--- src/hdl/fcps_pkg.sv ---
// Shared types and constants for the fuel-cell plant supervisor.
// Holds the payload, configuration and supervisor-state structs.
// No dependencies.
`timescale 1ns / 1ps

package fcps_pkg;

  // Opcodes of an input item
  localparam logic [1:0] OP_TICK  = 2'd0;
  localparam logic [1:0] OP_START = 2'd1;
  localparam logic [1:0] OP_STOP  = 2'd2;

  // Fault codes
  localparam logic [1:0] FAULT_NONE     = 2'd0;
  localparam logic [1:0] FAULT_STOP     = 2'd1;
  localparam logic [1:0] FAULT_OVERHEAT = 2'd2;
  localparam logic [1:0] FAULT_LEAK     = 2'd3;

  // Configuration register indexes
  localparam int unsigned CFG_INDEX_W = 3;
  localparam int unsigned CFG_DATA_W  = 12;
  localparam logic [CFG_INDEX_W-1:0] REG_HEAT_BELOW     = 3'd0;
  localparam logic [CFG_INDEX_W-1:0] REG_WARM_ABOVE     = 3'd1;
  localparam logic [CFG_INDEX_W-1:0] REG_HOT_FROM       = 3'd2;
  localparam logic [CFG_INDEX_W-1:0] REG_COOL_ABOVE     = 3'd3;
  localparam logic [CFG_INDEX_W-1:0] REG_OVERHEAT_TEMP  = 3'd4;
  localparam logic [CFG_INDEX_W-1:0] REG_OVERHEAT_TICKS = 3'd5;
  localparam logic [CFG_INDEX_W-1:0] REG_LEAK_LIMIT     = 3'd6;

  // Relay bit positions
  localparam int unsigned RELAY_W = 9;
  localparam int unsigned B_PUMP   = 0;
  localparam int unsigned B_SEA    = 1;
  localparam int unsigned B_HEATER = 2;
  localparam int unsigned B_HBYP   = 3;
  localparam int unsigned B_SBYP   = 4;
  localparam int unsigned B_AIR    = 5;
  localparam int unsigned B_OXP    = 6;
  localparam int unsigned B_H2F    = 7;
  localparam int unsigned B_H2P    = 8;

  // Purge timing in milliseconds
  localparam logic [31:0] OX_OPEN_MS  = 32'd180000;
  localparam logic [31:0] OX_CLOSE_MS = 32'd190000;
  localparam logic [31:0] HY_OPEN_MS  = 32'd60000;
  localparam logic [31:0] HY_CLOSE_MS = 32'd63000;

  localparam logic [6:0] HOT_MAX = 7'd127;

  typedef struct packed {
    logic [1:0]  opcode;
    logic [11:0] temperature_q;
    logic [9:0]  hydrogen_feed_level;
    logic [9:0]  hydrogen_exhaust_level;
    logic [15:0] elapsed_ms;
  } item_t;

  typedef struct packed {
    logic       main_pump;
    logic       sea_pump;
    logic       heater_relay;
    logic       heater_bypass_valve;
    logic       sea_bypass_valve;
    logic       air_compressor;
    logic       oxygen_purge;
    logic       hydrogen_feed;
    logic       hydrogen_purge;
    logic       running;
    logic [1:0] fault_code;
    logic       valve_move;
  } result_t;

  typedef struct packed {
    logic [11:0] heat_below;
    logic [11:0] warm_above;
    logic [11:0] hot_from;
    logic [11:0] cool_above;
    logic [11:0] overheat_temp;
    logic [6:0]  overheat_ticks;
    logic [9:0]  leak_limit;
  } cfg_t;

  // Purge clocks are kept as ages (clock minus mark), which is all the
  // purge logic ever looks at.
  typedef struct packed {
    logic               run_flag;
    logic [6:0]         hot_count;
    logic [31:0]        ox_age;
    logic [31:0]        hy_age;
    logic               ox_purging;
    logic               hy_purging;
    logic [RELAY_W-1:0] relays;
    logic [1:0]         last_fault;
  } sup_state_t;

endpackage

--- src/hdl/fuel_cell_plant_supervisor_core.sv ---
// Top level of the fuel-cell plant supervisor: input register, state, result register.
// Depends on fcps_pkg, fcps_cfg_regs and fcps_step.
`timescale 1ns / 1ps

// Fuel-cell plant supervisor. Each input transfer carries one opcode (tick,
// start, stop) with a stack temperature, two hydrogen readings and the
// elapsed milliseconds; each one yields exactly one result transfer with the
// nine relay/valve states, the running flag, the held fault code and a
// valve-power pulse flag. Items pass through the input register, then
// through the step logic into the result register. A new item is taken
// every cycle unless the input side stalls; the supervisor state is
// updated as the item leaves the input register, so the next item sees it.
// The input side stalls only when both the input register and the result
// register are full and the result is stalled. Configuration registers are
// written through cfg_we/cfg_index/cfg_wdata and must only change while no
// item is in flight; writes to an index beyond the register list are dropped.
// The purge clocks are kept as ages since the last purge mark.
module fuel_cell_plant_supervisor_core (
  input  logic                              clk,
  input  logic                              rst,
  input  logic                              in_valid,
  output logic                              in_stall,
  input  fcps_pkg::item_t                   in_data,
  output logic                              out_valid,
  input  logic                              out_stall,
  output fcps_pkg::result_t                 out_data,
  input  logic                              cfg_we,
  input  logic [fcps_pkg::CFG_INDEX_W-1:0]  cfg_index,
  input  logic [fcps_pkg::CFG_DATA_W-1:0]   cfg_wdata
);

  fcps_pkg::cfg_t       cfg;
  fcps_pkg::sup_state_t st;
  fcps_pkg::sup_state_t st_next;
  fcps_pkg::item_t      item;
  fcps_pkg::result_t    res;
  logic                 item_valid;
  logic                 in_take;
  logic                 advance;

  fcps_cfg_regs u_cfg (
    .clk       (clk),
    .rst       (rst),
    .cfg_we    (cfg_we),
    .cfg_index (cfg_index),
    .cfg_wdata (cfg_wdata),
    .cfg       (cfg)
  );

  fcps_step u_step (
    .cfg     (cfg),
    .st      (st),
    .item    (item),
    .st_next (st_next),
    .res     (res)
  );

  // Advance the held item into the result register unless a result is
  // already waiting and the far side is stalling.
  assign advance  = item_valid && !(out_valid && out_stall);
  assign in_stall = item_valid && !advance;
  assign in_take  = in_valid && !in_stall;

  // Input register
  always_ff @(posedge clk) begin
    if (rst) begin
      item_valid <= 1'b0;
    end else if (in_take) begin
      item_valid <= 1'b1;
    end else if (advance) begin
      item_valid <= 1'b0;
    end
  end

  always_ff @(posedge clk) begin
    if (in_take) begin
      item <= in_data;
    end
  end

  // Supervisor state: commit when the item moves on
  always_ff @(posedge clk) begin
    if (rst) begin
      st <= '0;
    end else if (advance) begin
      st <= st_next;
    end
  end

  // Result register: hold while stalled, drop after the transfer
  always_ff @(posedge clk) begin
    if (rst) begin
      out_valid <= 1'b0;
    end else if (advance) begin
      out_valid <= 1'b1;
    end else if (!out_stall) begin
      out_valid <= 1'b0;
    end
  end

  always_ff @(posedge clk) begin
    if (advance) begin
      out_data <= res;
    end
  end

`ifndef SYNTHESIS
  a_halted_relays_off: assert property (@(posedge clk) disable iff (rst)
    !st.run_flag |-> (st.relays == '0))
    else $error("relays on while halted");

  a_fault_halts: assert property (@(posedge clk) disable iff (rst)
    (st.last_fault != fcps_pkg::FAULT_NONE) |-> !st.run_flag)
    else $error("fault recorded while running");

  a_purge_flags: assert property (@(posedge clk) disable iff (rst)
    (st.ox_purging == st.relays[fcps_pkg::B_OXP]) &&
    (st.hy_purging == st.relays[fcps_pkg::B_H2P]))
    else $error("purge flag and valve disagree");

  a_move_running: assert property (@(posedge clk) disable iff (rst)
    (out_valid && out_data.valve_move) |-> out_data.running)
    else $error("valve pulse without running");
`endif

endmodule

--- src/hdl/fcps_cfg_regs.sv ---
// Configuration register file of the fuel-cell plant supervisor.
// Depends on fcps_pkg.
`timescale 1ns / 1ps

module fcps_cfg_regs (
  input  logic                              clk,
  input  logic                              rst,
  input  logic                              cfg_we,
  input  logic [fcps_pkg::CFG_INDEX_W-1:0]  cfg_index,
  input  logic [fcps_pkg::CFG_DATA_W-1:0]   cfg_wdata,
  output fcps_pkg::cfg_t                    cfg
);

  always_ff @(posedge clk) begin
    if (rst) begin
      cfg.heat_below     <= 12'd280;
      cfg.warm_above     <= 12'd288;
      cfg.hot_from       <= 12'd320;
      cfg.cool_above     <= 12'd328;
      cfg.overheat_temp  <= 12'd360;
      cfg.overheat_ticks <= 7'd100;
      cfg.leak_limit     <= 10'd300;
    end else if (cfg_we) begin
      case (cfg_index)
        fcps_pkg::REG_HEAT_BELOW:     cfg.heat_below     <= cfg_wdata;
        fcps_pkg::REG_WARM_ABOVE:     cfg.warm_above     <= cfg_wdata;
        fcps_pkg::REG_HOT_FROM:       cfg.hot_from       <= cfg_wdata;
        fcps_pkg::REG_COOL_ABOVE:     cfg.cool_above     <= cfg_wdata;
        fcps_pkg::REG_OVERHEAT_TEMP:  cfg.overheat_temp  <= cfg_wdata;
        fcps_pkg::REG_OVERHEAT_TICKS: cfg.overheat_ticks <= cfg_wdata[6:0];
        fcps_pkg::REG_LEAK_LIMIT:     cfg.leak_limit     <= cfg_wdata[9:0];
        default: ; // drop writes beyond the register list
      endcase
    end
  end

endmodule

--- src/hdl/fcps_step.sv ---
// Single-pass supervisor step: next state and result for one item.
// Purely combinational. Depends on fcps_pkg.
`timescale 1ns / 1ps

module fcps_step (
  input  fcps_pkg::cfg_t       cfg,
  input  fcps_pkg::sup_state_t st,
  input  fcps_pkg::item_t      item,
  output fcps_pkg::sup_state_t st_next,
  output fcps_pkg::result_t    res
);

  logic [31:0] ox_age_adv;
  logic [31:0] hy_age_adv;
  logic [11:0] t;
  logic        moved;
  logic        move_out;
  logic        overheat;
  logic        leak;
  logic [6:0]  hot_band;
  logic [fcps_pkg::RELAY_W-1:0] relays_band;

  assign t          = item.temperature_q;
  assign ox_age_adv = st.ox_age + {16'd0, item.elapsed_ms};
  assign hy_age_adv = st.hy_age + {16'd0, item.elapsed_ms};

  // Coolant band selection
  always_comb begin
    relays_band = st.relays;
    hot_band    = st.hot_count;
    moved       = 1'b0;
    if (t < cfg.heat_below) begin
      relays_band[fcps_pkg::B_HEATER] = 1'b1;
      relays_band[fcps_pkg::B_HBYP]   = 1'b0;
      relays_band[fcps_pkg::B_SBYP]   = 1'b0;
      relays_band[fcps_pkg::B_PUMP]   = 1'b1;
      relays_band[fcps_pkg::B_SEA]    = 1'b0;
      moved    = 1'b1;
      hot_band = '0;
    end else if (t < cfg.hot_from) begin
      if (t > cfg.warm_above) begin
        relays_band[fcps_pkg::B_HEATER] = 1'b0;
        relays_band[fcps_pkg::B_HBYP]   = 1'b1;
        relays_band[fcps_pkg::B_SBYP]   = 1'b0;
        relays_band[fcps_pkg::B_PUMP]   = 1'b1;
        relays_band[fcps_pkg::B_SEA]    = 1'b0;
        moved = 1'b1;
      end
      relays_band[fcps_pkg::B_H2F] = 1'b1;
      relays_band[fcps_pkg::B_AIR] = 1'b1;
      hot_band = '0;
    end else if (t > cfg.cool_above) begin
      relays_band[fcps_pkg::B_HEATER] = 1'b0;
      relays_band[fcps_pkg::B_HBYP]   = 1'b1;
      relays_band[fcps_pkg::B_SBYP]   = 1'b0;
      relays_band[fcps_pkg::B_PUMP]   = 1'b1;
      relays_band[fcps_pkg::B_SEA]    = 1'b1;
      moved = 1'b1;
      if (st.hot_count != fcps_pkg::HOT_MAX) begin
        hot_band = st.hot_count + 7'd1;
      end
    end
  end

  assign overheat = (hot_band >= cfg.overheat_ticks) && (t > cfg.overheat_temp);
  assign leak     = (item.hydrogen_feed_level > cfg.leak_limit) ||
                    (item.hydrogen_exhaust_level > cfg.leak_limit);

  always_comb begin
    st_next  = st;
    move_out = 1'b0;
    case (item.opcode)
      fcps_pkg::OP_START: begin
        if (!st.run_flag) begin
          st_next.run_flag   = 1'b1;
          st_next.hot_count  = '0;
          st_next.ox_age     = '0;
          st_next.hy_age     = '0;
          st_next.ox_purging = 1'b0;
          st_next.hy_purging = 1'b0;
          st_next.relays     = '0;
          st_next.last_fault = fcps_pkg::FAULT_NONE;
        end
      end
      fcps_pkg::OP_STOP: begin
        if (st.run_flag) begin
          st_next.run_flag   = 1'b0;
          st_next.ox_purging = 1'b0;
          st_next.hy_purging = 1'b0;
          st_next.relays     = '0;
          st_next.last_fault = fcps_pkg::FAULT_STOP;
        end
      end
      fcps_pkg::OP_TICK: begin
        if (st.run_flag) begin
          st_next.ox_age    = ox_age_adv;
          st_next.hy_age    = hy_age_adv;
          st_next.hot_count = hot_band;
          st_next.relays    = relays_band;
          if (overheat || leak) begin
            st_next.run_flag   = 1'b0;
            st_next.ox_purging = 1'b0;
            st_next.hy_purging = 1'b0;
            st_next.relays     = '0;
            st_next.last_fault = overheat ? fcps_pkg::FAULT_OVERHEAT
                                          : fcps_pkg::FAULT_LEAK;
          end else begin
            move_out = moved;
            if (ox_age_adv > fcps_pkg::OX_OPEN_MS) begin
              if (ox_age_adv > fcps_pkg::OX_CLOSE_MS) begin
                st_next.relays[fcps_pkg::B_OXP] = 1'b0;
                st_next.ox_purging = 1'b0;
                st_next.ox_age     = '0;
              end else if (!st.ox_purging) begin
                st_next.relays[fcps_pkg::B_OXP] = 1'b1;
                st_next.ox_purging = 1'b1;
              end
            end
            if (hy_age_adv > fcps_pkg::HY_OPEN_MS) begin
              if (hy_age_adv > fcps_pkg::HY_CLOSE_MS) begin
                st_next.relays[fcps_pkg::B_H2P] = 1'b0;
                st_next.hy_purging = 1'b0;
                st_next.hy_age     = '0;
              end else if (!st.hy_purging) begin
                st_next.relays[fcps_pkg::B_H2P] = 1'b1;
                st_next.hy_purging = 1'b1;
              end
            end
          end
        end
      end
      default: ; // unused opcode: hold all state
    endcase
  end

  assign res.main_pump           = st_next.relays[fcps_pkg::B_PUMP];
  assign res.sea_pump            = st_next.relays[fcps_pkg::B_SEA];
  assign res.heater_relay        = st_next.relays[fcps_pkg::B_HEATER];
  assign res.heater_bypass_valve = st_next.relays[fcps_pkg::B_HBYP];
  assign res.sea_bypass_valve    = st_next.relays[fcps_pkg::B_SBYP];
  assign res.air_compressor      = st_next.relays[fcps_pkg::B_AIR];
  assign res.oxygen_purge        = st_next.relays[fcps_pkg::B_OXP];
  assign res.hydrogen_feed       = st_next.relays[fcps_pkg::B_H2F];
  assign res.hydrogen_purge      = st_next.relays[fcps_pkg::B_H2P];
  assign res.running             = st_next.run_flag;
  assign res.fault_code          = st_next.last_fault;
  assign res.valve_move          = move_out;

endmodule

--- config.mk ---
export PLATFORM = sky130hd
export DESIGN_NAME = fuel_cell_plant_supervisor_core
export DESIGN_NICKNAME = d
export VERILOG_FILES = /design/src/hdl/fcps_pkg.sv /design/src/hdl/fuel_cell_plant_supervisor_core.sv /design/src/hdl/fcps_cfg_regs.sv /design/src/hdl/fcps_step.sv
export SDC_FILE = /design/constraint.sdc
export NUM_CORES = 1
export LEC_CHECK = 0
export BUFFER_PORTS_ARGS = -buffer_cell sky130_fd_sc_hd__buf_2
export CAP_MARGIN = 10
export CORE_MARGIN = 3
export CORE_UTILIZATION = 45
export DETAILED_ROUTE_END_ITERATION = 8
export HOLD_SLACK_MARGIN = 0.03
export PLACE_DENSITY = 0.71
export RECOVER_POWER = 100
export SLEW_MARGIN = 20
export SYNTH_ARGS = -nofsm -noshare
export SYNTH_HDL_FRONTEND = slang
export SYNTH_SLANG_ARGS = --single-unit
--- constraint.sdc ---
create_clock -name clk -period 11.3 [get_ports clk]
set_input_delay 2.26 -clock clk [delete_from_list [all_inputs] [get_ports clk]]
set_output_delay 2.26 -clock clk [all_outputs]
set_load 0.01 [all_outputs]
## Word level (Yosys, flattened, before mapping)

Cells that the tools add are included.
W data, S select, Z words.

- Latch bits: 0
- Word-level logic and storage cells: 137
- RAM bits: 0
- Bits of input ports: 70
- Memories: 0
- Flip-flop bits (word level): 227
- Output and inout bits: 15
- Memory bits (read-only): 0

- Eq/ne operators: 15
- Shift operators: 0
- Mux-type cells: 45
- Add/subtract/negate cells: 3
- $lt $le $gt $ge: 12
- Reductions and logical operators: 26
- Multipliers: 0
- Divide/modulo/power cells: 0
- Bitwise logic cells: 2

Operators with widths:

| operator | number |
|---|---|
| $pmux W71 S2 | 1 |
| $mux W32 | 4 |
| $mux W85 | 1 |
| $mux W84 | 1 |
| $add A32 B16 Y32 | 2 |
| $gt A32 B16 Y1 const B | 2 |
| $gt A32 B18 Y1 const B | 2 |
| $mux W64 | 1 |
| $pmux W13 S3 | 1 |
| $gt A12 B12 Y1 | 3 |
| $mux W7 | 4 |
| $lt A12 B12 Y1 | 2 |
| $mux W1 | 22 |
| $gt A10 B10 Y1 | 2 |
| $mux W5 | 4 |
| $reduce_and A2 Y1 | 7 |
| $mux W13 | 1 |
| $reduce_and A6 Y1 | 2 |
| $eq A3 B3 Y1 const B | 3 |
| $mux W8 | 1 |
| $add A7 B1 Y7 const B | 1 |
| $ge A7 B7 Y1 | 1 |
| $ne A7 B7 Y1 const B | 1 |
| $eq A3 B2 Y1 const B | 2 |
| 19 further kinds | 32 |

## Longest topological paths before layout

Gate-level depths: netlist (run 1).

- Word-level depth: 11
- Depth in mapped cells: 23

## Modules after synthesis

Synthesis (run 1) repeated with hierarchy kept, for this count alone.

- Cells, all modules: 1871
- Area total of the unflattened synthesis: 16509.6 µm²

Modules (own cells, without submodules):

| module | area an instance (µm²) | cells an instance | instances | seq. area each (µm²) |
|---|---|---|---|---|
| fcps_step | 7656.1 | 1148 | 1 | 0.0 |
| fuel_cell_plant_supervisor_core | 5800.6 | 442 | 1 | 3633.5 |
| fcps_cfg_regs | 3052.9 | 281 | 1 | 1541.5 |

## Worst setup path after synthesis (run 1)

Ideal clock, no wire load.

- Path kind: input to register
- From: input port out_stall
- To: register item[0] (netlist name)
- Arrival time: 4736 ps
- Library setup time: 463 ps
- Setup slack: 6101 ps
- Required time: 10837 ps
- Buffers on the path: 0
- Stages: 2
- Path through: and3_1 > nor2b_1

- Longest elaborated chain between the ends: 7

RTL lines:

| item | line | source |
|---|---|---|
| start, declared | fuel_cell_plant_supervisor_core.sv:25 | `input logic out_stall,` |
| $logic_and A1 B1 Y1 | fuel_cell_plant_supervisor_core.sv:60 | `assign advance = item_valid && !(out_valid && out_stall);` |
| $logic_not A1 Y1 | fuel_cell_plant_supervisor_core.sv:60 |  |
| $logic_and A1 B1 Y1 | fuel_cell_plant_supervisor_core.sv:60 |  |
| $logic_not A1 Y1 | fuel_cell_plant_supervisor_core.sv:61 | `assign in_stall = item_valid && !advance;` |
| $logic_and A1 B1 Y1 | fuel_cell_plant_supervisor_core.sv:61 |  |
| $logic_not A1 Y1 | fuel_cell_plant_supervisor_core.sv:62 | `assign in_take = in_valid && !in_stall;` |
| $logic_and A1 B1 Y1 | fuel_cell_plant_supervisor_core.sv:62 |  |
| via in_take | fuel_cell_plant_supervisor_core.sv:38 | `logic in_take;` |

The timed path passes the listed nets, and every way through them passes these cells.
A chain may end at the register's enable or synchronous reset.

## Worst setup path after layout (run 1)

- From: register item[47] (netlist name)
- To: register st[72] (netlist name)

- Longest elaborated chain between the ends: 10

RTL lines:

| item | line | source |
|---|---|---|
| $gt A12 B12 Y1 | fcps_step.sv:52 | `end else if (t > cfg.cool_above) begin` |
| $mux W7 | fcps_step.sv:52 |  |
| $mux W7 | fcps_step.sv:40 | `end else if (t < cfg.hot_from) begin` |
| $mux W7 | fcps_step.sv:32 | `if (t < cfg.heat_below) begin` |
| $ge A7 B7 Y1 | fcps_step.sv:65 | `assign overheat = (hot_band >= cfg.overheat_ticks) && (t > cfg.overheat_temp);` |
| $logic_and A1 B1 Y1 (*) | fcps_step.sv:65 |  |
| $logic_or A1 B1 Y1 (*) | fcps_step.sv:100 | `if (overheat \|\| leak) begin` |
| $mux W64 (*) | fcps_step.sv:100 |  |
| $mux W85 (*) | fcps_step.sv:95 | `if (st.run_flag) begin` |
| $pmux W71 S2 (*) | fcps_step.sv:72 | `case (item.opcode)` |

Every way passes the cells marked *; elsewhere a longest branch is shown, timed or not. The select of a mux whose other input is x is not followed.

==> flow_summary.json, run 1 <==
{
  "status": "finished with violations",
  "violations": "max-capacitance violations, max-slew violations",
  "synthArstFlopShare": 0,
  "core_sq_mm": 0.0301,
  "grt_usage": 0.214,
  "cts-buffers-inserted": 26,
  "overflow": 0,
  "grt_max_degree": 60,
  "place.gp.congestion": 0.916,
  "die_w_um": 182,
  "drtAntennaViolNets": 0,
  "tightest_slew_ps": 2850,
  "area_growth_pct": 10.4,
  "seq_area_frac_synth": 0.371,
  "grt_pass1_wl_um": 60000,
  "p_leak_uw": 0.00599,
  "power_frac_seq": 0.462,
  "ys.flop_type": "dfxtp_1",
  "synth_nets": 1840,
  "synth-seq-cells": 227,
  "critPathLaunchType": "flip-flop",
  "initial_core_util": 0.464,
  "port_buffers": 84,
  "slew_violations": 234,
  "worstPathCellList": "ha_1, nand4_1, or2_2, a31oi_1, nand2_1, xor2_1, or3_1, ha_1, nand2b_1, a21o_1, a21oi_1, o21ai_0, a31oi_1, o21bai_1, a211oi_1, a22oi_2, clkbuf_1, a41oi_1, a31oi_1",
  "hp-start": "u_cfg.cfg[18]",
  "dp_hpwl_um": 26300,
  "drt-vias-per-instance": 5.93,
  "timing.fmax_ghz": 0.152,
  "io-pin-count": 85,
  "clkSinkCount": 227,
  "peakVddDrop_uv": 123,
  "postSynthAreaPerCell_sq_um": 8.46,
  "antenna_found_initial": 0,
  "synth_area_leaders": "dfxtp_1 (24%), edfxtp_1 (14%), ha_1 (11%)",
  "slowest_delay_ps": 1450,
  "setup_viol_count_final": 0,
  "grt_pass1_vias": 11788,
  "critPathSlowestCell": "clkbuf_1",
  "n_antenna_cell": 0,
  "cp-endpoint": "st[72]",
  "nets": 1881,
  "synth_area_sq_mm": 0.0140,
  "crit_required_ps": 11740,
  "intPower_uw": 1420,
  "yosys_warnings": 0,
  "timing.final.crit_period_ps": 6580,
  "finalHoldViolCount": 0,
  "clk_pin_slew_ps": 60,
  "p_per_area_mw_per_mm2": 123,
  "swShare": 0.251,
  "drt-pass1-iter-count": 5,
  "crit_type": "reg -> reg",
  "rr_endpoint": "st[72]",
  "synth_top_area_share": 0.235,
  "design.die.area_sq_mm": 0.0332,
  "layout-drive-gt1-share": 0.0847,
  "drc": 0,
  "drt_iter0_drc": 815,
  "hold_class": "reg -> reg",
  "cts_tree": "done",
  "fin_crit_sh": 0.583,
  "htreeDepth": 1,
  "crit_top_cell": "a31oi_1",
  "final_util": 0.512,
  "synthCells": 1650,
  "cts_setup_buffers": 0,
  "cts_hold_buf": 0,
  "rr_worst_depth": 19,
  "fin_worst_skew_ps": 17.7,
  "rows": 63,
  "setup_tns_ps": 0,
  "synth_cell_types": 89,
  "critical_path.max_fanout": 44,
  "r2r-start": "item[47]",
  "relSlewSlack": -0.897,
  "max_cap_violations": 6,
  "combPwrFrac": 0.091,
  "synth_edf_count": 63,
  "cts-root-buf": "clkbuf_16",
  "num_vias": 12460,
  "wl_per_cell_um": 17.4,
  "p_clk_frac": 0.447,
  "die_h_um": 182,
  "r2r_slack_ps": 4720,
  "switchingPower_uw": 474,
  "synth_top_area_cell": "dfxtp_1",
  "clk_latency_ps": 540,
  "cts_resized": 0,
  "arrival_ps": 7020,
  "endpoint_kind": "flip-flop",
  "rsz0062_at_grt": "no",
  "critPathLaunch": "item[47]",
  "clk_path_buf_depth": 3,
  "drt-total-wl_um": 36600
}
==> layout make-up <==
cell class	count	area, sq um
repair buffers	96	472
inverters	96	360
clock buffers	37	766
clock inverters	11	90.1
flip-flops and latches	227	5170
multi-input cells	1244	8060
fillers	2818	14700
well taps	390	488
==> metal layers <==
metal | track usage | vias to the layer above | share of wire
met4 | 0.0649 | 0 | 0.028
li1 | - | 6127 | -
met5 | 0 | - | 0
met1 | 0.288 | 5859 | 0.44
met2 | 0.360 | 404 | 0.47
met3 | 0.0283 | 70 | 0.062
==> power by group through the flow <==
stage	clock network (uW)	logic (uW)	registers (uW)
global placement	0	166	890
CTS	859	172	873
floorplan	0	113	885
detailed placement	0	171	890
global route	896	193	875
finish	845	171	873
==> worst max-delay path, delay by kind of cell, from the launching register on <==
family                     cells  cell delay (ps)
and+or+nand+nor                5             1160
xor gates and xnor gates       1              200
buffers and inverters          1             1450
DFF                            1              530
AOI/OAI and AO/OA             10             2510
adders and majority gates      2              650
==> placed cells by master, fill, tap and decap left out, types with 6 or more instances in the layout <==
master,n
a211o_1,11
a211oi_1,14
a21boi_0,8
a21o_1,53
a21oi_1,146
a22oi_1,23
a31oi_1,24
a32oi_1,17
a41oi_1,6
and2_1,13
and3_1,12
and4_1,7
buf_2,65
buf_4,8
clkbuf_1,30
clkbuf_16,29
dfxtp_1,164
edfxtp_1,63
ha_1,118
inv_1,95
mux2i_1,9
nand2_1,225
nand2b_1,20
nand3_1,40
nand3b_1,6
nand4_1,34
nor2_1,126
nor2b_1,19
nor3_1,30
nor4_1,9
o211ai_1,40
o21a_1,19
o21ai_0,57
o21bai_1,6
or2_2,6
or3_1,13
xnor2_1,22
xor2_1,12
==> state kept, by name (all words and copies together), names as in the netlist <==
register,count
st,85
u_cfg.cfg,77
item,50
out_data,13
item_valid,1
out_valid,1
==> logic make-up (layout without fill, tap and decap cells) <==
group                      Yosys count  after routing  share of synthesized area
xor gates and xnor gates            34             34                     0.0213
muxes                               10             10                    0.00726
buffers and inverters              179            240                     0.0526
and+or+nand+nor                    593            593                      0.205
adders and majority gates          120            120                      0.109
DFF                                227            227                      0.371
AOI/OAI and AO/OA                  487            487                      0.234
==> through the flow <==
step / power, uW / worst slack [ps] / std cells / hold WS, ps / instance area, sq um
3_3_place_gp: 1060 / 5940 / 2053 / 440 / 14600
2_1_floorplan: 998 / 6100 / 1650 / 434 / 14000
3_5_place_dp: 1060 / 5890 / 2053 / 447 / 14600
4_1_cts: 1900 / 5880 / 2101 / 455 / 15500
5_1_grt: 1960 / 4210 / 2101 / 471 / 15400
6_report: 1890 / 4720 / 2101 / 455 / 15400
==> worst min path at each step <==
| stage | endpoint | slack [ps] | cells after the start |
|---|---|---|---|
| 5_1_grt | u_cfg.cfg[21] | 470 | 2 |
| 3_3_place_gp | u_cfg.cfg[65] | 440 | 2 |
| 3_5_place_dp | u_cfg.cfg[51] | 450 | 2 |
| 2_1_floorplan | u_cfg.cfg[65] | 430 | 2 |
| 6_report | u_cfg.cfg[18] | 460 | 2 |
| 4_1_cts | u_cfg.cfg[51] | 460 | 2 |
==> cell usage after synthesis (12+ instances only) <==
library cell	number
clkbuf_1	62
inv_1	95
o21a_1	19
ha_1	118
or3_1	13
o211ai_1	40
buf_2	14
nor2_1	126
a21o_1	53
a31oi_1	24
o21ai_0	49
xor2_1	12
o21ai_1	12
and3_1	12
nand2b_1	20
nand3_1	40
a21oi_1	146
a32oi_1	17
nor2b_1	19
a211oi_1	14
edfxtp_1	63
nor3_1	31
nand4_1	34
a22oi_1	24
dfxtp_1	164
nand2_1	225
xnor2_1	22
and2_1	14
Power figures use the tool's default switching activity.
==> run 2, diff against run 1 <==
ABC_AREA = 1   (was default)
clock period = 6.15 ns   (was 11.3 ns; I/O delays follow)
==> flow_summary.json, run 2 <==
{
  "synth_nets": 2238,
  "cts_tree": "done",
  "grt_usage": 0.225,
  "rr_endpoint": "st[56]",
  "design.die.area_sq_mm": 0.0352,
  "clk_pin_slew_ps": 60,
  "layout-drive-gt1-share": 0.105,
  "fillers": 3295,
  "critPathLaunch": "item[46]",
  "slowest_delay_ps": 690,
  "cts-buffers-inserted": 27,
  "p_leak_uw": 0.00736,
  "clk_path_buf_depth": 3,
  "power_frac_seq": 0.434,
  "violations": "max-capacitance violations, max-slew violations",
  "worstPathCellList": "ha_1, nand4_1, nor3_1, nand2_1, o211ai_1, nand2_1, a21oi_1, nand2_1, xor2_1, nor2_1, ha_1, a21oi_1, o21ai_0, nand4_1, o2111ai_1, nand3_1, nand3_1, inv_1, nand3_2, nand3_1, a21oi_2",
  "synth_top_area_cell": "dfxtp_1",
  "synth_cell_types": 54,
  "whs_endpoint": "u_cfg.cfg[19]",
  "finalHoldViolCount": 0,
  "drtAntennaViolNets": 0,
  "r2r-start": "item[46]",
  "setup_tns_ps": 0,
  "synthArstFlopShare": 0,
  "largest_register_ffs": 85,
  "cts-root-buf": "clkbuf_16",
  "grt_max_degree": 85,
  "postSynthAreaPerCell_sq_um": 7.25,
  "place_ws_ps": 1640,
  "timing.fmax_ghz": 0.207,
  "peakVddDrop_uv": 240,
  "clkSinkCount": 227,
  "top_regs": "st (85), u_cfg.cfg (77), item (50)",
  "yosys_warnings": 0,
  "io-pin-count": 85,
  "core_sq_mm": 0.0320,
  "synth-seq-cells": 227,
  "clk_latency_ps": 570,
  "crit_type": "reg -> reg",
  "drt-total-wl_um": 40700,
  "power.total_uw": 3740,
  "critPathSlowestCell": "nand3_2",
  "grt_pass1_vias": 13063,
  "layout.cells.non_filler": 2579,
  "synth_common_cells": "nand2_1 (534), inv_1 (288), dfxtp_1 (164), nor2_1 (164), a21oi_1 (158)",
  "final-seq-area_sq_mm": 0.00517,
  "seq_area_frac_synth": 0.349,
  "switchingPower_uw": 972,
  "layout_commonest_cell": "nand2_1",
  "intPower_uw": 2770,
  "postLayoutSetupSlackWorst_ps": 1310,
  "initial_core_util": 0.463,
  "status": "finished with violations",
  "mostFrequentLayoutCells": "nand2_1 (534), inv_1 (286), a21oi_1 (164), dfxtp_1 (164), nor2_1 (162)",
  "setup_viol_count_final": 0,
  "top_register": "st",
  "drt-vias-per-instance": 5.24,
  "rr_worst_depth": 21,
  "rows": 65,
  "hold_class": "reg -> reg",
  "dp_hpwl_um": 30600,
  "p_clk_frac": 0.463,
  "synth_area_leaders": "dfxtp_1 (22%), nand2_1 (14%), edfxtp_1 (13%)",
  "arrival_ps": 5240,
  "port_buffers": 84,
  "fin_worst_skew_ps": 16.3,
  "p_per_area_mw_per_mm2": 228,
  "r2r_slack_ps": 1310,
  "cts_resized": 0,
  "swShare": 0.260,
  "combPwrFrac": 0.103,
  "hp-start": "u_cfg.cfg[19]",
  "nets": 2313,
  "synth.most_common_cell": "nand2_1",
  "slew_violations": 207,
  "synth_area_sq_mm": 0.0148,
  "tightest_slew_ps": 3320,
  "num_vias": 13520,
  "relSlewSlack": -1.21,
  "max_cap_violations": 3,
  "crit_required_ps": 6550,
  "overflow": 0,
  "crit_buf_inv": 1,
  "endpoint_kind": "flip-flop",
  "drt-pass1-iter-count": 5,
  "cts_setup_buffers": 0,
  "die_h_um": 188,
  "critPathLaunchType": "flip-flop",
  "drt_iter0_drc": 913,
  "antenna_found_initial": 0,
  "n_antenna_cell": 0,
  "timing.final.crit_period_ps": 4840,
  "place.gp.congestion": 0.957,
  "ys.flop_type": "dfxtp_1",
  "hold_slack_ps": 465,
  "wl_per_cell_um": 15.8,
  "drc": 0,
  "rsz0062_at_grt": "no",
  "synth_top_area_share": 0.221,
  "fin_crit_sh": 0.787,
  "critical_path.max_fanout": 32,
  "dp_cells": 2529,
  "synthCells": 2048,
  "hold-path-cell-count": 2,
  "die_w_um": 188,
  "cp_top_family": "simple AND/OR/NAND/NOR gates",
  "area_growth_pct": 10.4,
  "cts_hold_buf": 0,
  "grt_pass1_wl_um": 65600,
  "synth_edf_count": 63,
  "multi_input_area_sq_mm": 0.00811,
  "htreeDepth": 1
}
-- run 2: changes by cell type in the layout (fill, tap and decap cells not counted), moves of 24 or more --
cell / delta
nand2_1: +309
inv_1: +191
nand3_1: +96
a21o_1: -50
o21ai_0: +39
nand3_2: +36
nor2_1: +36
a21oi_2: +34
a31oi_1: -24
-- run 2: tightest hold or removal path, cell delays in order (launching register included) --
cell	delay, ps
dfxtp_1	300
inv_1	70
a21oi_1	60
-- run 2: cell families (layout without fill, tap and decap cells) --
group / Yosys count / after routing / share of synthesized area
compound gates: 357 / 357 / 0.142
mux: 1 / 1 / 0.000674
flops: 227 / 227 / 0.349
fa+ha+maj: 120 / 120 / 0.102
buf+inv: 354 / 450 / 0.0953
simple gates: 967 / 967 / 0.299
xor+xnor: 22 / 22 / 0.0130
-- run 2: final cells by class --
class / count / share of cell area
Clock inverter: 18 / 0.0131
Tap cell: 435 / 0.0332
Timing Repair Buffer: 93 / 0.0272
Multi-Input combinational cell: 1467 / 0.494
Clock buffer: 32 / 0.0462
Sequential cell: 227 / 0.316
Inverter: 307 / 0.0703
-- run 2: metrics by stage --
| stage | util | cell area, sq um |
|---|---|---|
| final | 0.512 | 16400 |
| after detailed placement | 0.488 | 15600 |
| after floorplan | - | 14800 |
| after global placement | 0.488 | 15600 |
| after global routing | 0.512 | 16400 |
| after CTS | 0.518 | 16600 |
-- run 2: worst max-delay path by stage --
stage | depth (start not counted) | to | slack [ps]
2_1_floorplan | 22 | st[56] | 2600
3_3_place_gp | 21 | st[54] | 1780
3_5_place_dp | 21 | st[55] | 1640
4_1_cts | 21 | st[56] | 1610
5_1_grt | 21 | st[49] | 880
6_report | 21 | st[56] | 1310
-- run 2: layer usage --
layer	up-vias	wire (um)	global-route usage
li1	6895	-	-
met1	6191	18500	0.304
met2	359	18600	0.377
met3	75	2420	0.0325
met4	0	1120	0.0658
met5	-	0	0
-- run 2: power groups by stage --
stage                     sequential, uW  combinational (uW)  clock (uW)
after global routing                1630                 435        1830
after global placement              1650                 374           0
final                               1620                 384        1730
after floorplan                     1640                 259           0
after detailed placement            1650                 384           0
after CTS                           1620                 386        1770
==> run 3, diff against run 2 <==
clock period = 5 ns   (was 6.15 ns; I/O delays follow)
==> flow_summary.json, run 3 (same netlist as run 2, synthesis figures left out) <==
{
  "n_antenna_cell": 0,
  "layout_commonest_cell": "nand2_1",
  "rr_worst_depth": 21,
  "wl_per_cell_um": 15.4,
  "htreeDepth": 1,
  "design.die.area_sq_mm": 0.0352,
  "timing.final.crit_period_ps": 4340,
  "layout-drive-gt1-share": 0.0930,
  "place_ws_ps": 484,
  "grt_usage": 0.224,
  "area_growth_pct": 9.32,
  "critPathSlowestCell": "edfxtp_1",
  "fin_crit_sh": 0.867,
  "timing.fmax_ghz": 0.231,
  "setup_tns_ps": 0,
  "finalHoldViolCount": 0,
  "cts_setup_buffers": 0,
  "drtAntennaViolNets": 0,
  "relSlewSlack": -0.633,
  "nets": 2310,
  "port_buffers": 84,
  "drt-pass1-iter-count": 5,
  "critPathLaunchType": "flip-flop",
  "intPower_uw": 3330,
  "crit_type": "reg -> reg",
  "drt_iter0_drc": 1063,
  "cts-root-buf": "clkbuf_16",
  "cts-buffers-inserted": 26,
  "switchingPower_uw": 1170,
  "endpoint_kind": "flip-flop",
  "die_h_um": 188,
  "mostFrequentLayoutCells": "nand2_1 (534), inv_1 (287), a21oi_1 (173)",
  "rsz0062_at_grt": "no",
  "crit_required_ps": 5410,
  "violations": "max-capacitance violations, max-slew violations",
  "tightest_slew_ps": 2440,
  "slew_violations": 122,
  "slowest_delay_ps": 470,
  "rows": 65,
  "place.gp.congestion": 0.967,
  "p_clk_frac": 0.453,
  "p_per_area_mw_per_mm2": 277,
  "final-seq-area_sq_mm": 0.00517,
  "overflow": 0,
  "max_cap_violations": 3,
  "grt_pass1_vias": 13066,
  "worstPathCellList": "ha_1, nand4_1, nor3_1, nand2_1, o211ai_1, nand2_1, a21oi_2, nand2_1, xor2_1, nor2_1, ha_1, a21oi_1, o21ai_0, nand4_1, o2111ai_1, nand3_1, nand3_1, inv_1, nand3_4, nand3_1, a21oi_2",
  "fin_worst_skew_ps": 14.0,
  "top_regs": "st (85), u_cfg.cfg (77), item (50)",
  "core_sq_mm": 0.0320,
  "clk_path_buf_depth": 3,
  "grt_max_degree": 67,
  "r2r_slack_ps": 660,
  "clk_latency_ps": 560,
  "fillers": 3232,
  "critPathLaunch": "item[47]",
  "postLayoutSetupSlackWorst_ps": 664,
  "drc": 0,
  "clk_pin_slew_ps": 60,
  "rr_endpoint": "st[64]",
  "combPwrFrac": 0.102,
  "r2r-start": "item[47]",
  "dp_hpwl_um": 30200,
  "setup_viol_count_final": 0,
  "num_vias": 13564,
  "antenna_found_initial": 1,
  "top_register": "st",
  "power_frac_seq": 0.445,
  "layout.cells.non_filler": 2575,
  "p_leak_uw": 0.00734,
  "drt-total-wl_um": 39800,
  "clkSinkCount": 227,
  "status": "finished with violations",
  "cp-endpoint": "st[64]",
  "die_w_um": 188,
  "initial_core_util": 0.463,
  "largest_register_ffs": 85,
  "drt-vias-per-instance": 5.27,
  "arrival_ps": 4740,
  "cts_hold_buf": 0,
  "io-pin-count": 85,
  "hold_class": "reg -> reg",
  "grt_pass1_wl_um": 65300,
  "swShare": 0.260,
  "dp_cells": 2527,
  "peakVddDrop_uv": 257,
  "cts_tree": "done",
  "critical_path.max_fanout": 32,
  "multi_input_area_sq_mm": 0.00800
}
[run 3: changes by cell type in the layout (fill, tap and decap cells not counted), sizes merged]
cell and delta:
bufinv -1, inv +1, clkinvlp -2, buf -2
[run 3: per-layer routing]
layer	vias to the layer above	GRT usage	wire length [um]	share of wire
met2	379	0.360	17800	0.45
met3	81	0.0348	2420	0.061
met5	-	0	12	0.00030
li1	6886	-	-	-
met4	2	0.0759	1270	0.032
met1	6216	0.307	18200	0.46
[run 3: power groups by stage]
stage | Combinational [uW] | Clock (uW) | Sequential (uW)
5_1_grt | 527 | 2160 | 2000
4_1_cts | 467 | 2080 | 2000
3_3_place_gp | 454 | 0 | 2040
6_report | 460 | 2040 | 2000
3_5_place_dp | 464 | 0 | 2040
2_1_floorplan | 319 | 0 | 2020
[run 3: layout make-up]
| type | count | area share |
|---|---|---|
| Sequential cell | 227 | 0.319 |
| Timing Repair Buffer | 91 | 0.0267 |
| Clock buffer | 32 | 0.0459 |
| Inverter | 307 | 0.0711 |
| Clock inverter | 16 | 0.0111 |
| Multi-Input combinational cell | 1467 | 0.493 |
| Tap cell | 435 | 0.0335 |
[run 3: how the worst min path moves through the flow]
stage / startpoint / endpoint / slack [ps] / cells past startpoint
after floorplan: st[6] / st[6] / 430 / 2
after global placement: st[6] / st[6] / 440 / 2
after detailed placement: st[6] / st[6] / 440 / 2
after CTS: st[6] / st[6] / 450 / 2
after global routing: st[6] / st[6] / 480 / 2
final: st[6] / st[6] / 450 / 2
[run 3: worst max-delay path: cells and delay by family, from the launching register on]
family                     cells  cell delay, ps
DFF                            1             470
xor gates and xnor gates       1             150
buffers and inverters          1             310
AOI/OAI and AO/OA              6             730
adders and majority gates      2             660
and+or+nand+nor               11            1850
[run 3: per-stage QoR]
stage,hold slack (ps),area [sq um],power (uW),util
3_3_place_gp,439,15600,2490,0.487
4_1_cts,454,16500,4550,0.516
6_report,453,16200,4500,0.506
3_5_place_dp,444,15600,2500,0.487
2_1_floorplan,429,14800,2340,-
5_1_grt,483,16200,4690,0.506
[run 3: timing repair]
item                                    in CTS  in global routing
endpoints found under the setup margin       0                 15
hold endpoints to repair                     0                  0
resized for setup                            0                  1
